$ cat src/rtl/coincidence_scaler_card_core_defines.svh
// Assertion macros for the coincidence scaler card core.
// Included by the top level; no other dependencies.
`ifndef COINCIDENCE_SCALER_CARD_CORE_DEFINES_SVH
`define COINCIDENCE_SCALER_CARD_CORE_DEFINES_SVH

// Property that must hold in the cycle after the antecedent.
`define CSC_ASSERT_NEXT(lbl, clk_s, rstn_s, ante, cons) \
  lbl: assert property (@(posedge clk_s) disable iff (!rstn_s) (ante) |=> (cons)) \
    else $error("csc assertion failed");

// Property that must hold in the same cycle as the antecedent.
`define CSC_ASSERT_NOW(lbl, clk_s, rstn_s, ante, cons) \
  lbl: assert property (@(posedge clk_s) disable iff (!rstn_s) (ante) |-> (cons)) \
    else $error("csc assertion failed");

`endif

$ cat src/rtl/csc_pkg.sv
// Shared types and register map constants for the scaler card core.
// No dependencies; used by every module of the block.
`timescale 1ns / 1ps

package csc_pkg;

  // Fixed field widths of the bus interface.
  localparam int DATA_W      = 32;
  localparam int HALF_W      = 48;
  localparam int SEL_W       = 7;
  localparam int SECTION_W   = 2;
  localparam int CODE_W      = 12;
  localparam int PANEL_W     = 5;
  localparam int LINE_MASK_W = 24;

  // Request opcodes.
  localparam logic [1:0] OP_WRITE = 2'd0;
  localparam logic [1:0] OP_READ  = 2'd1;
  localparam logic [1:0] OP_TICK  = 2'd2;

  // Register byte offsets.
  localparam logic [5:0] OFF_CLEAR     = 6'h00;
  localparam logic [5:0] OFF_COUNTER   = 6'h04;
  localparam logic [5:0] OFF_COUNT_ON  = 6'h08;
  localparam logic [5:0] OFF_COUNT_OFF = 6'h0c;
  localparam logic [5:0] OFF_SELECT    = 6'h10;
  localparam logic [5:0] OFF_DAC_LATCH = 6'h14;
  localparam logic [5:0] OFF_DAC_STROBE = 6'h18;
  localparam logic [5:0] OFF_PANEL     = 6'h28;
  localparam logic [5:0] OFF_GATE_ON   = 6'h2c;
  localparam logic [5:0] OFF_GATE_OFF  = 6'h30;
  localparam logic [5:0] OFF_SCRATCH_RD = 6'h34;
  localparam logic [5:0] OFF_SCRATCH   = 6'h38;

  // Bit position of the section field in a DAC latch write.
  localparam int SECTION_LSB = 12;

  typedef struct packed {
    logic [1:0]        opcode;
    logic [5:0]        offset;
    logic [DATA_W-1:0] write_data;
    logic [HALF_W-1:0] hits_lower;
    logic [HALF_W-1:0] hits_upper;
    logic              trigger_hit;
  } csc_req_t;

  typedef struct packed {
    logic [DATA_W-1:0]      read_data;
    logic                   dac_strobe;
    logic [SECTION_W-1:0]   dac_section;
    logic [LINE_MASK_W-1:0] dac_line_mask;
    logic [CODE_W-1:0]      dac_code;
    logic [PANEL_W-1:0]     front_panel_select;
    logic                   gate_on;
    logic                   counting_on;
  } csc_rsp_t;

  // Per-lane control: clear all, or count one hit.
  typedef struct packed {
    logic clr;
    logic inc;
  } csc_lane_ctl_t;

endpackage

$ cat src/rtl/csc_lane.sv
// One counter lane: a wrapping counter with a sticky overflow flag.
// Depends on csc_pkg for the lane control struct.
`timescale 1ns / 1ps

module csc_lane #(
  parameter int COUNT_BITS = 19
) (
  input  logic                    clk,
  input  logic                    rst_n,
  input  csc_pkg::csc_lane_ctl_t  ctl,
  output logic [COUNT_BITS:0]     word
);
  import csc_pkg::*;

  logic [COUNT_BITS-1:0] count_r, count_nxt;
  logic                  ovf_r, ovf_nxt;

  // Clear has priority; an increment from all ones wraps and sets overflow.
  always_comb begin
    count_nxt = count_r;
    ovf_nxt   = ovf_r;
    if (ctl.clr) begin
      count_nxt = '0;
      ovf_nxt   = 1'b0;
    end else if (ctl.inc) begin
      count_nxt = count_r + 1'b1;
      if (&count_r) begin
        ovf_nxt = 1'b1;
      end
    end
  end

  always_ff @(posedge clk) begin
    if (!rst_n) begin
      count_r <= '0;
      ovf_r   <= 1'b0;
    end else begin
      count_r <= count_nxt;
      ovf_r   <= ovf_nxt;
    end
  end

  assign word = {ovf_r, count_r};

endmodule

$ cat config.mk
export PLATFORM = sky130hd
export DESIGN_NAME = csc_lane
export DESIGN_NICKNAME = d
export VERILOG_FILES = /design/src/rtl/coincidence_scaler_card_core_defines.svh /design/src/rtl/csc_pkg.sv /design/src/rtl/csc_lane.sv
export SDC_FILE = /design/constraint.sdc
export NUM_CORES = 1
export LEC_CHECK = 0
export ABC_AREA = 1
export ABC_CLOCK_PERIOD_IN_PS = 2300
export BUFFER_PORTS_ARGS = -buffer_cell sky130_fd_sc_hd__buf_4
export CAP_MARGIN = 20
export CORE_MARGIN = 2
export CORE_UTILIZATION = 55
export DETAILED_ROUTE_END_ITERATION = 10
export GPL_TIMING_DRIVEN = 0
export PLACE_DENSITY = 0.81
export SLEW_MARGIN = 20
export SYNTH_ARGS = -nofsm -noshare
export SYNTH_HDL_FRONTEND = slang
export SYNTH_SLANG_ARGS = --single-unit
$ cat constraint.sdc
create_clock -name clk -period 2.3 [get_ports clk]
set_input_delay 0.69 -clock clk [delete_from_list [all_inputs] [get_ports clk]]
set_output_delay 0.69 -clock clk [all_outputs]
set_load 0.03 [all_outputs]
; Word-level counts from Yosys, hierarchy flattened
; Index checks and enable logic that the tools add are counted.
[classes]
addsub = 1
n_mul = 0
div = 0
n_lt_le_gt_ge = 0
n_eq_ne = 0
shifts = 0
muxes = 0
bitwise = 1
n_reduce_logical = 2
[op_table]
columns = op, n
row1 = $reduce_and A20 Y1, 1
row2 = $add A19 B1 Y19 const B, 1
row3 = $reduce_or A2 Y1, 1
row4 = $not A1 Y1, 1
[word_totals]
reg_bits = 20
latchBits = 0
mem_bits_rw = 0
mem_bits_ro = 0
out_inout_bits = 20
wordCells = 6
mem_count = 0

; Logic depth before layout (Yosys ltp)
; Gate-level depths: netlist of the first run.
[logic_depth]
word_depth = 2
depth_mapped = 8

; Least setup slack after synthesis of the first run
; OpenSTA, ideal clock, no wires.
[synth_timing]
kind = register to register
from = reg count_r[1]
to = reg count_r[16]
setup_ns = 0.114
arrival_time_ns = 1.336
setup_slack_ns = 0.851
stages_incl_launch_ff = 9
n_path_buf = 0
synth_period_minus_slack_ns = 1.449
cell_sequence = dfxtp_1 > ha_1 > nand2_1 > nor2_1 > nand2_1 > nor2_1 > nand2_1 > nand2_1 > nor2_1
[synth_via]
elab_chain_len = 1
[synth_lines]
columns = item, line
row1 = "start, declared", csc_lane.sv:15  ; logic [COUNT_BITS-1:0] count_r, count_nxt;
row2 = "start signal, assigned", csc_lane.sv:38  ; count_r <= count_nxt;
row3 = $add A19 B1 Y19, csc_lane.sv:26  ; count_nxt = count_r + 1'b1;
; Every way passes these cells.
; A chain may end at the register's enable or synchronous reset.

; Final worst setup path of the first run
[layout_timing]
from = reg count_r[10]
to = out word[10]
[layout_rtl]
columns = item, line
row1 = "end, declared", csc_lane.sv:11  ; output logic [COUNT_BITS:0] word
; No word-level cell between the ends.

==> impl.org, run 1 <==
** Outcome
- Outcome :: complete, no violations

** Flow run
- The tool flagged a number of max-cap violations equal to 0.

** Clocking
- Clock-pin slew was measured on the worst setup and hold paths at 0.11 ns.
- For the worst-skew pair, the clock arrives at the later sink with an insertion delay of 0.31 ns.
- Clock net sink count :: 20
- CTS built an H-tree with a depth of 1.
- Root buffer cell :: clkbuf_4
- Clock buffers created by TritonCTS :: 3
- Worst-case clock buffer depth :: 2
- Number of buffers inserted by hold repair at cts :: 0
- In this run the post-CTS setup repair buffer count came out at 0.
- TritonCTS built the clock tree.
- Gates resized, CTS repair :: 0

** Routing
- Count of antenna-violating nets left after detailed routing :: 0
- Detailed routing placed a total of 122 um of wire on met3.
- DRT iter0 DRCs :: 32
- Routed length on met1 :: 1075 um
- Number of search-and-repair iterations in the first detailed-routing pass :: 4
- DR WL/cell :: 11.08 um
- Drt via density :: 5.005
- Residual DRC count :: 0
- Met2 Wirelength :: 1142 um
- Total wire length after detailed routing :: 2416 um
- Vias after detailed routing :: 1091
- Top layer in use :: met4

** Synth
- Net count of the mapped netlist :: 172
- Yosys mapped the design onto 18 distinct sky130hd cell types.
- In the post-synthesis netlist, the biggest area contributors are dfxtp_1, nand2_1, nor2_1.
- Each instance of the synthesized netlist takes up on average 6.391 um2.
- Cell accounting for the most synthesized area :: dfxtp_1
- Synthesis Warnings :: 0
- The top cell type by area accounts for 37.51% of the synthesized area.
- Post-synthesis register bit count :: 20
- Summing the sequential cell areas from Yosys gives 37.51% of the chip area.
- In this run the cell area of the synthesized design comes to 0.001067 mm2.
- Count of mapped cells out of synthesis :: 167

** Floorplanning
- For this configuration, the core starts out at a cell density of 59.86%.
- Vertical die dimension :: 48.05 um
- Top-level I/O count :: 24
- Die outline width :: 48.05 um
- Die area :: 0.002309 mm2
- The total area inside the core boundary comes to 0.001783 mm2.
- Cell row count :: 15

** STA
- The final-report hold violation count was 0.
- The worst pin sits at a relative slew slack of 71.26%.
- The count of pins over their slew limit is 0.
- At the pin with the least slew margin, the transition time is 0.4295 ns.
- Unrepaired setup endpoints after global routing :: no
- The clock arrives with 0.005318 ns of skew.
- Timing-limited maximum frequency :: 593.1 MHz
- Fin crit period :: 1.686 ns
- Period utilisation layout :: 73.31%
- Final setup TNS :: 0 ns
- Setup violations remaining at the end of the flow were counted as 0.

** GRT
- Global routing finished with a remaining overflow of 0.
- The initial antenna violation count came to 0.
- GRT Util Overall :: 25.06%
- Wire length of the first global-routing pass :: 3891 um
- The via count of the first global-routing pass came to 930.
- Largest net degree at the start of global routing :: 11

** Power and ir drop
- Cell internal power dissipation :: 0.4193 mW
- Sequential cells burn 63.5% of the power.
- For this design the total switching power over the nets is 0.1303 mW.
- Total power density per cell area :: 424.8 mW/mm2
- Clock share of power :: 31.6%
- Combinational cell fraction of total power :: 4.9%
- Summed over all cells, the static leakage comes to 0.4994 nW.
- Total Power Consumption :: 0.5495 mW
- Largest voltage drop on the vdd net :: 0.4268 mV
- Net switching is 23.70% of the power.

** Final layout
- The area growth from synthesis to layout is 21.22%.
- Of the cells placed in the final design, the portion with a size suffix greater than 1 is 17.62%.
- Util after Layout :: 72.56%
- Net count reported at finish :: 200
- Antenna Cells :: 0

** Setup path
- Cell type of the slowest stage on the worst timing path :: dfxtp_1
- Grouping stages by cell kind, the critical path spends the most delay in flip-flops.
- Maximum fanout along the worst path :: 6
- Endpoint class of the critical path :: output pin
- At the worst endpoint, the required time is 1.61 ns.
- Buffers plus inverters on the worst setup path :: 1
- By startpoint and endpoint, the worst setup path is classified as reg2out.
- Critical Path AT :: 1.00 ns
- CP Launch Type :: flop
- Stage delay of the slowest cell on the critical path :: 0.47 ns
- Critical Path, Cell by Cell :: buf_4

** Placement
- At the end of routability-driven placement, the weighted congestion stood at 0.8090.
- Total half-perimeter wirelength after legalization and detailed placement :: 1880 um
- During placement, the flow inserted port buffers numbering 23.

** Hold path
- Hold crit path type :: reg2reg
[power by group through the flow]
stage	Sequential, mW	Combinational, mW	Clock (mW)
after detailed placement	0.357	0.0270	0
final	0.349	0.0269	0.174
after CTS	0.349	0.0271	0.175
after global placement	0.356	0.0262	0
after global routing	0.349	0.0299	0.187
after floorplan	0.359	0.0139	0
[cell usage in the layout (no fill, tap or decap), drive strengths merged]
master | synthesis | final
a21oi | 8 | 8
a31oi | 1 | 1
buf | 2 | 25
clkbuf | 0 | 3
dfxtp | 20 | 20
ha | 1 | 1
inv | 23 | 23
nand2 | 45 | 45
nand3 | 12 | 12
nand3b | 1 | 1
nand4 | 2 | 2
nor2 | 42 | 42
o21ai | 5 | 5
o21bai | 2 | 2
xor2 | 3 | 3
[flip-flops by register name, indices dropped and copies added, names as in the netlist]
register,count
count_r,19
ovf_r,1
[final timing paths]
path                             startpoint     endpoint  slack [ns]  cells after the start
worst max-delay path            count_r[10]     word[10]        0.61                      1
worst min-delay path                  ovf_r        ovf_r        0.48                      2
worst max register to register   count_r[0]  count_r[16]        0.90                      8
worst min register to register        ovf_r        ovf_r        0.48                      2
[kinds of logic after synthesis]
| logic type | after synthesis | synth area share [%] |
|---|---|---|
| xor gates and xnor gates | 3 | 2.462 |
| adders and majority gates | 1 | 1.172 |
| and+or+nand+nor | 102 | 40.91 |
| buffers and inverters | 25 | 9.848 |
| DFF | 20 | 37.51 |
| AOI/OAI and AO/OA | 16 | 8.089 |
[stage by stage]
step	std cells	area [um2]	setup WS, ns	hold slack (ns)
2_1_floorplan	167	1067	0.8507	0.4304
3_5_place_dp	215	1271	0.6858	0.4708
6_report	218	1294	0.6139	0.4824
5_1_grt	218	1294	0.5658	0.5161
3_3_place_gp	215	1271	0.6964	0.4399
4_1_cts	218	1294	0.6098	0.4883
[worst register-to-register path: cells and delay by family, from the launching register on]
| family | cells | cell delay (ns) |
|---|---|---|
| AND/OR/NAND/NOR | 7 | 0.66 |
| flip-flops | 1 | 0.41 |
| adder cells (fa/ha/maj) | 1 | 0.25 |
[layout make-up]
| cell class | count | area, um2 |
|---|---|---|
| multi-input combinational | 122 | 561.8 |
| fill | 165 | 489.2 |
| sequential | 20 | 400.4 |
| timing repair buffer | 23 | 172.7 |
| inverter | 23 | 86.33 |
| tap | 25 | 31.28 |
| clock buffer | 3 | 22.52 |
| buffer | 2 | 18.77 |
[per-layer routing]
| layer | vias to the layer above | GRT usage [%] |
|---|---|---|
| met5 | - | 0 |
| met4 | 0 | 12.97 |
| met3 | 7 | 4.528 |
| met2 | 30 | 41.07 |
| met1 | 484 | 31.14 |
| li1 | 570 | - |
[synthesized netlist by cell type (all sizes together)]
master,count
nand4,2
inv,23
a21oi,8
a31oi,1
xor2,3
nand3b,1
ha,1
nor2,42
o21bai,2
dfxtp,20
o21ai,5
buf,2
nand2,45
nand3,12
Note: power is estimated with default switching activity, not from simulation.
==> run 2: changes to the inputs <==
ABC_CLOCK_PERIOD_IN_PS = 1600   (was 2300)
CORE_UTILIZATION = 52   (was 55)
PLACE_DENSITY = 0.77   (was 0.81)
clock period = 1.6 ns   (was 2.3 ns; I/O delays follow)
==> run 2 against run 1 <==
Clock skew shrank 0.0027 ns; clock-buffer cell count is the same; worst hold slack lost 0.028 ns; flip-flop and latch count is the same; first-iteration DRC count shrank 53%; critical path depth is the same; combinational power grew 42%; critical endpoint is now word[13]; highest routed layer unchanged.
==> impl.org, run 2 (synthesized netlist as in run 1, its figures left out) <==
** Placement
- In this run the cell area measured after placement is 0.001274 mm2.
- After detailed placement, the design holds a cell count of 217.
- At the end of routability-driven placement, the weighted congestion stood at 0.8145.
- During placement, the flow inserted port buffers numbering 23.
- Detailed placement finished with a half-perimeter wire length of 1825 um.
- Prior to clock tree synthesis, the placed netlist has a worst setup slack of 0.1838 ns.

** Setup path
- Data on the critical path is required at its endpoint by 1.12 ns.
- On the worst path, the slowest cell contributes a delay of 0.46 ns.
- In this run the number of cells on the critical path is 1.
- Worst R2R Path Depth :: 8
- Kind of cell adding the most delay to the critical path :: flip-flops
- Endpoint class of the critical path :: output pin
- The slowest stage of the critical path belongs to the cell dfxtp_1.
- The worst register-to-register path begins at count_r[0].
- Reg-to-reg slack, setup :: 0.19 ns
- Setup Crit Path Kind :: reg2out
- CP Launch Type :: flop
- Data arrives at the worst endpoint at 0.96 ns.
- Crit Reg-Reg Endpoint :: count_r[16]
- Walking the worst path, the cells encountered are buf_4.
- The number of buffers and inverters on the critical path is 1.
- Of all nets on the critical path, the largest fanout is 7.

** Final layout
- Antenna Cells :: 0
- The post-route netlist has 17.62% of its cells at a drive strength greater than 1.
- At the end of the flow, the number of nets in the layout was 200.
- Flip-flop count of the largest register after layout :: 19
- The top cell types in the final layout, fill and taps aside, are nand2_1, nor2_1, buf_4, inv_1, dfxtp_1.
- Largest Register :: count_r
- The finished cells cover 0.001296 mm2.
- Most frequent standard cell in the layout excluding fill and tap cells :: nand2_1
- In the final layout, the registers with the most flip-flops are count_r: 19 flops, ovf_r: 1 flops.
- Finished Layout Cells :: 220
- Post-synthesis to final-layout area growth :: 21.45%
- Cells fill 66.75% of the core in the end.

** GRT
- Wire length of the first global-routing pass :: 3953 um
- Entering global routing, the biggest net connects 11 pins.
- Initial antenna violation count :: 0
- Number of global-route vias before repair :: 942
- GRT Util Overall :: 21.23%
- After global routing the overflow that remains totals 0.

** Floorplanning
- The total area inside the core boundary comes to 0.001942 mm2.
- The die is 49.31 um wide.
- Cell row count :: 16
- Top-level I/O count :: 24
- Initial core utilization :: 54.96%
- The floorplan step set the die height to 49.31 um.
- The die covers 0.002431 mm2.

** Clocking
- The number of hold buffers added after CTS was 0.
- Clock slew seen by the registers of the worst setup and hold paths :: 0.11 ns
- Clock buffers created by TritonCTS :: 3
- Worst-case clock buffer depth :: 2
- Gates resized, CTS repair :: 0
- The clock net in this run drives a total of 20 sinks.
- Buffers inserted during post-CTS setup optimization :: 0
- Root buffer cell :: clkbuf_4
- In this run the number of H-tree levels came out at 1.
- TritonCTS built the clock tree.
- Clock latency on the worst-skew pair, taken at its later pin, is 0.30 ns.

** Hold path
- Number of cells traversed by the worst hold path :: 3
- For hold timing, the worst endpoint is count_r[1].
- The worst hold path begins at ctl[0].
- Hold crit path type :: in2reg

** Routing
- Vias after detailed routing :: 1090
- Residual DRC count :: 0
- Drt via density :: 4.955
- Before antenna repair, the detailed router went through 4 iterations.
- Once detail routing completed, the nets flagged for antenna violations numbered 0.
- Total wire length after detailed routing :: 2342 um
- DR WL/cell :: 10.65 um
- DRT iter0 DRCs :: 15

** STA
- Slew @ Worst Pin :: 0.3932 ns
- Counting I/O delays and the setup requirement, the final critical path takes 1.445 ns.
- Pins over their slew limit :: 0
- Period utilisation layout :: 90.29%
- Total setup violations reported at the end of the flow :: 0
- Final Hold Fails :: 0
- Based on the critical path, the design can be clocked at up to 692.2 MHz.
- In the final timing run, aggregate negative setup slack is 0 ns.
- Skew final :: 0.002641 ns
- Measured against its own limit, the worst slew margin works out to 73.69%.
- Setup slack closes at 0.1554 ns.
- Setup repair after global routing left no endpoint under its margin.

** Power and ir drop
- Largest voltage drop on the vdd net :: 0.6372 mV
- The analysis attributes to cell leakage a power of 0.4994 nW.
- Total power density per cell area :: 599.4 mW/mm2

** Outcome
- Outcome :: complete, no violations

** Flow run
- The tool flagged a number of max-cap violations equal to 0.
-- run 2: layout make-up --
type,instances,area (um2)
plain buffers,2,18.77
clock buffers,3,22.52
fillers,192,645.6
inverters,23,86.33
multi-input cells,122,561.8
flip-flops and latches,20,400.4
well taps,27,33.78
repair buffers,23,172.7
-- run 2: how the worst max path moves through the flow --
stage	start	to	slack [ns]
global placement	ctl[0]	count_r[9]	0.21
floorplan	count_r[1]	count_r[16]	0.15
finish	count_r[13]	word[13]	0.16
detailed placement	ctl[0]	count_r[9]	0.18
global route	count_r[1]	count_r[16]	0.05
CTS	count_r[13]	word[13]	0.15
-- run 2: through the flow --
stage	power (mW)	hold WS, ns
4_1_cts	0.7868	0.4499
5_1_grt	0.8075	0.4682
3_3_place_gp	0.5502	0.4413
3_5_place_dp	0.5512	0.4566
6_report	0.7769	0.4541
2_1_floorplan	0.5356	0.4304
-- run 2: per-layer routing --
layer / GRT usage (%) / vias to the layer above / part of all wire [%]
li1: - / 572 / -
met1: 27.61 / 481 / 46
met2: 34.01 / 32 / 47
met3: 3.681 / 5 / 4.7
met4: 10.00 / 0 / 1.8
met5: 0 / - / 0
-- run 2: report_power, final --
part | internal, mW | switching, mW | leakage, nW
sequential | 0.499 | 0.00174 | 0.161
combinational | 0.0151 | 0.0230 | 0.324
clock | 0.0880 | 0.150 | 0.0138
==> run 3: changes to the inputs <==
ABC_CLOCK_PERIOD_IN_PS = 1390   (was 1600)
clock period = 1.39 ns   (was 1.6 ns; I/O delays follow)
==> run 3 against run 2 <==
Flip-flop and latch count stayed put; critical path type unchanged; critical path depth stayed put; largest cell class unchanged; design area is 2.7% higher; non-clock buffer count stayed put; clock skew hardly changed; global-route usage is 0.13 points lower; utilization is 1.8 points higher; total power is 24% higher; register-to-register slack worse by 0.11 ns; final cell count is 0.45% higher.
==> impl.org, run 3 (synthesized netlist as in run 1, its figures left out) <==
** STA
- After layout, the worst path uses 97.43% of the clock period.
- Relative slew margins :: 73.31%
- Final Hold Fails :: 0
- Setup violations remaining at the end of the flow were counted as 0.
- Timing-limited maximum frequency :: 738.4 MHz
- Clock skew on the completed layout was measured at 0.002611 ns.
- For the pin with the worst max-slew slack, the measured transition is 0.3988 ns.
- Pins over their slew limit :: 0
- Setup repair after global routing could not meet its margin everywhere.
- Subtracting the final worst setup slack from the clock period gives 1.354 ns.

** Routing
- DRT iter0 DRCs :: 31
- DR WL/cell :: 10.71 um
- The routed layout has 1099 vias.
- Wires add up to 2366 um.
- Number of search-and-repair iterations in the first detailed-routing pass :: 6
- The count of nets left with antenna violations once routing finished came out at 0.
- Dividing the detail-routed via count by the number of cells gives 4.973.
- For this run, design rule violations remaining after detail routing come to 0.

** Final layout
- Post-synthesis to final-layout area growth :: 24.74%
- Antenna Cells :: 0
- With fillers left out, the area of the finished cells amounts to 0.001331 mm2.
- Of the cells placed in the final design, the portion with a size suffix greater than 1 is 24.74%.
- The largest registers in the layout are count_r: 19 flops, ovf_r: 1 flops.
- For this run, the number of standard cells in the final layout without fillers is 221.
- Largest Register :: count_r
- After filler insertion, the fill cell instance count of the layout stands at 183.
- In the layout the commonest cells are nand2_1, nor2_1, buf_4, inv_1, nand3_1.
- Leaving out fill and tap cells, the most frequent cell in the layout is nand2_1.
- Net count reported at finish :: 200
- The register with the most flip-flops in the layout has 19 of them.

** Outcome
- The run finished with clean final reports.

** Setup path
- Critical Path AT :: 0.94 ns
- Stage delay of the slowest cell on the critical path :: 0.44 ns
- Data required time at the worst endpoint :: 0.97 ns
- The worst setup path is of the reg2out kind.
- Among all stages on the critical path, the largest delay is contributed by dfxtp_1.
- Broken down by cell family, the worst path's largest delay share belongs to flip-flops.
- The worst setup path is captured at an output pin.
- Buffers plus inverters on the worst setup path :: 1
- Critical Path, Cell by Cell :: buf_4
- Maximum fanout along the worst path :: 5
- STA classifies the critical path startpoint as a flop.

** Clocking
- Clock latency on the worst-skew pair, taken at its later pin, is 0.30 ns.
- Clock buffers created by TritonCTS :: 3
- Counting along the longest clock path gives a buffer depth of 2.
- Clock slew seen by the registers of the worst setup and hold paths :: 0.11 ns
- Buffers added to address setup during post-CTS repair amount to 0.
- Counting every sink on the clock net gives 20.
- TritonCTS built the clock tree.
- In this run the number of H-tree levels came out at 1.
- Root buffer cell :: clkbuf_4

** Floorplanning
- Top-level I/O count :: 24
- Initial core utilization :: 54.96%
- The core region is 0.001942 mm2.
- The die is 49.31 um tall.
- Die area :: 0.002431 mm2
- Die outline width :: 49.31 um
- Cell row count :: 16

** GRT
- Entering global routing, the biggest net connects 12 pins.
- The via count of the first global-routing pass is 897.
- The first global-routing pass estimated 3960 um of wire.
- The initial antenna violation count is 0.
- Final global-route overflow total :: 0
- GRT Util Overall :: 21.10%

** Power and ir drop
- Total power density per cell area :: 721.2 mW/mm2
- Leakage dissipation :: 0.5080 nW
- VDD sags by at most 0.4696 mV.

** Placement
- Cells after DPL :: 217
- Port buffering added 23 buffers.
- Once detailed placement completed, the half-perimeter wirelength came to 1854 um.
- Routability Congestion :: 0.8008
- After detailed placement, the total cell area comes to 0.001276 mm2.

** Hold path
- Hold crit path type :: in2reg

** Flow run
- Max-capacitance violation count :: 0
==> run 3: cell types whose count changed in the layout (fill, tap and decap cells not counted) <==
cell | previous run | this run
nor2_1 | 38 | 35
dfxtp_1 | 20 | 11
clkbuf_8 | 0 | 1
dfxtp_2 | 0 | 9
ha_2 | 0 | 1
ha_1 | 1 | 0
nor2_2 | 1 | 4
==> run 3: through the flow <==
step / power (mW) / setup WS, ns / setup TNS (ns) / utilization [%] / hold slack, ns
global placement: 0.6336 / 0.05785 / 0 / 65.72 / 0.4420
floorplan: 0.6170 / 0.03342 / 0 / - / 0.4304
detailed placement: 0.6345 / 0.03063 / 0 / 65.72 / 0.4505
CTS: 0.9665 / 0.003654 / 0 / 67.65 / 0.3855
finish: 0.9601 / 0.03573 / 0 / 68.56 / 0.3854
global route: 1.001 / -0.05878 / -0.1071 / 68.56 / 0.3986
==> run 3: what timing repair did <==
item | in CTS | in global routing
resized for setup | 1 | 10
setup endpoints to repair | 1 | 13
hold buffers | 0 | 0
pin swaps | 0 | 0
==> run 3: worst paths after layout <==
| check | from | depth (start not counted) | endpoint | slack, ns |
|---|---|---|---|---|
| setup / recovery | count_r[8] | 1 | word[8] | 0.04 |
| hold / removal | ctl[0] | 3 | count_r[1] | 0.39 |
| setup reg to reg | count_r[8] | 7 | count_r[18] | 0.08 |
| hold reg to reg | ovf_r | 2 | ovf_r | 0.46 |
==> run 3: power breakdown <==
group	total, mW	internal, mW	switching [mW]
sequential	0.577	0.575	0.00222
combinational	0.0445	0.0176	0.0269
clock	0.338	0.160	0.179
total	0.960	0.752	0.208
==> run 3: routing by layer <==
metal  wire (um)  up-vias  track usage, %
li1            -      572               -
met1        1082      497           28.19
met2        1169       28           32.88
met3         105        2           3.988
met4           9        0           9.524
met5           0        -               0
==> run 3: cell type report <==
class | count | area, um2 | share of cell area, %
Clock buffer | 4 | 36.28 | 2.726
Buffer | 2 | 18.77 | 1.410
Multi-Input combinational cell | 122 | 571.8 | 42.95
Sequential cell | 20 | 411.6 | 30.92
Timing Repair Buffer | 23 | 172.7 | 12.97
Inverter | 23 | 86.33 | 6.485
Tap cell | 27 | 33.78 | 2.538
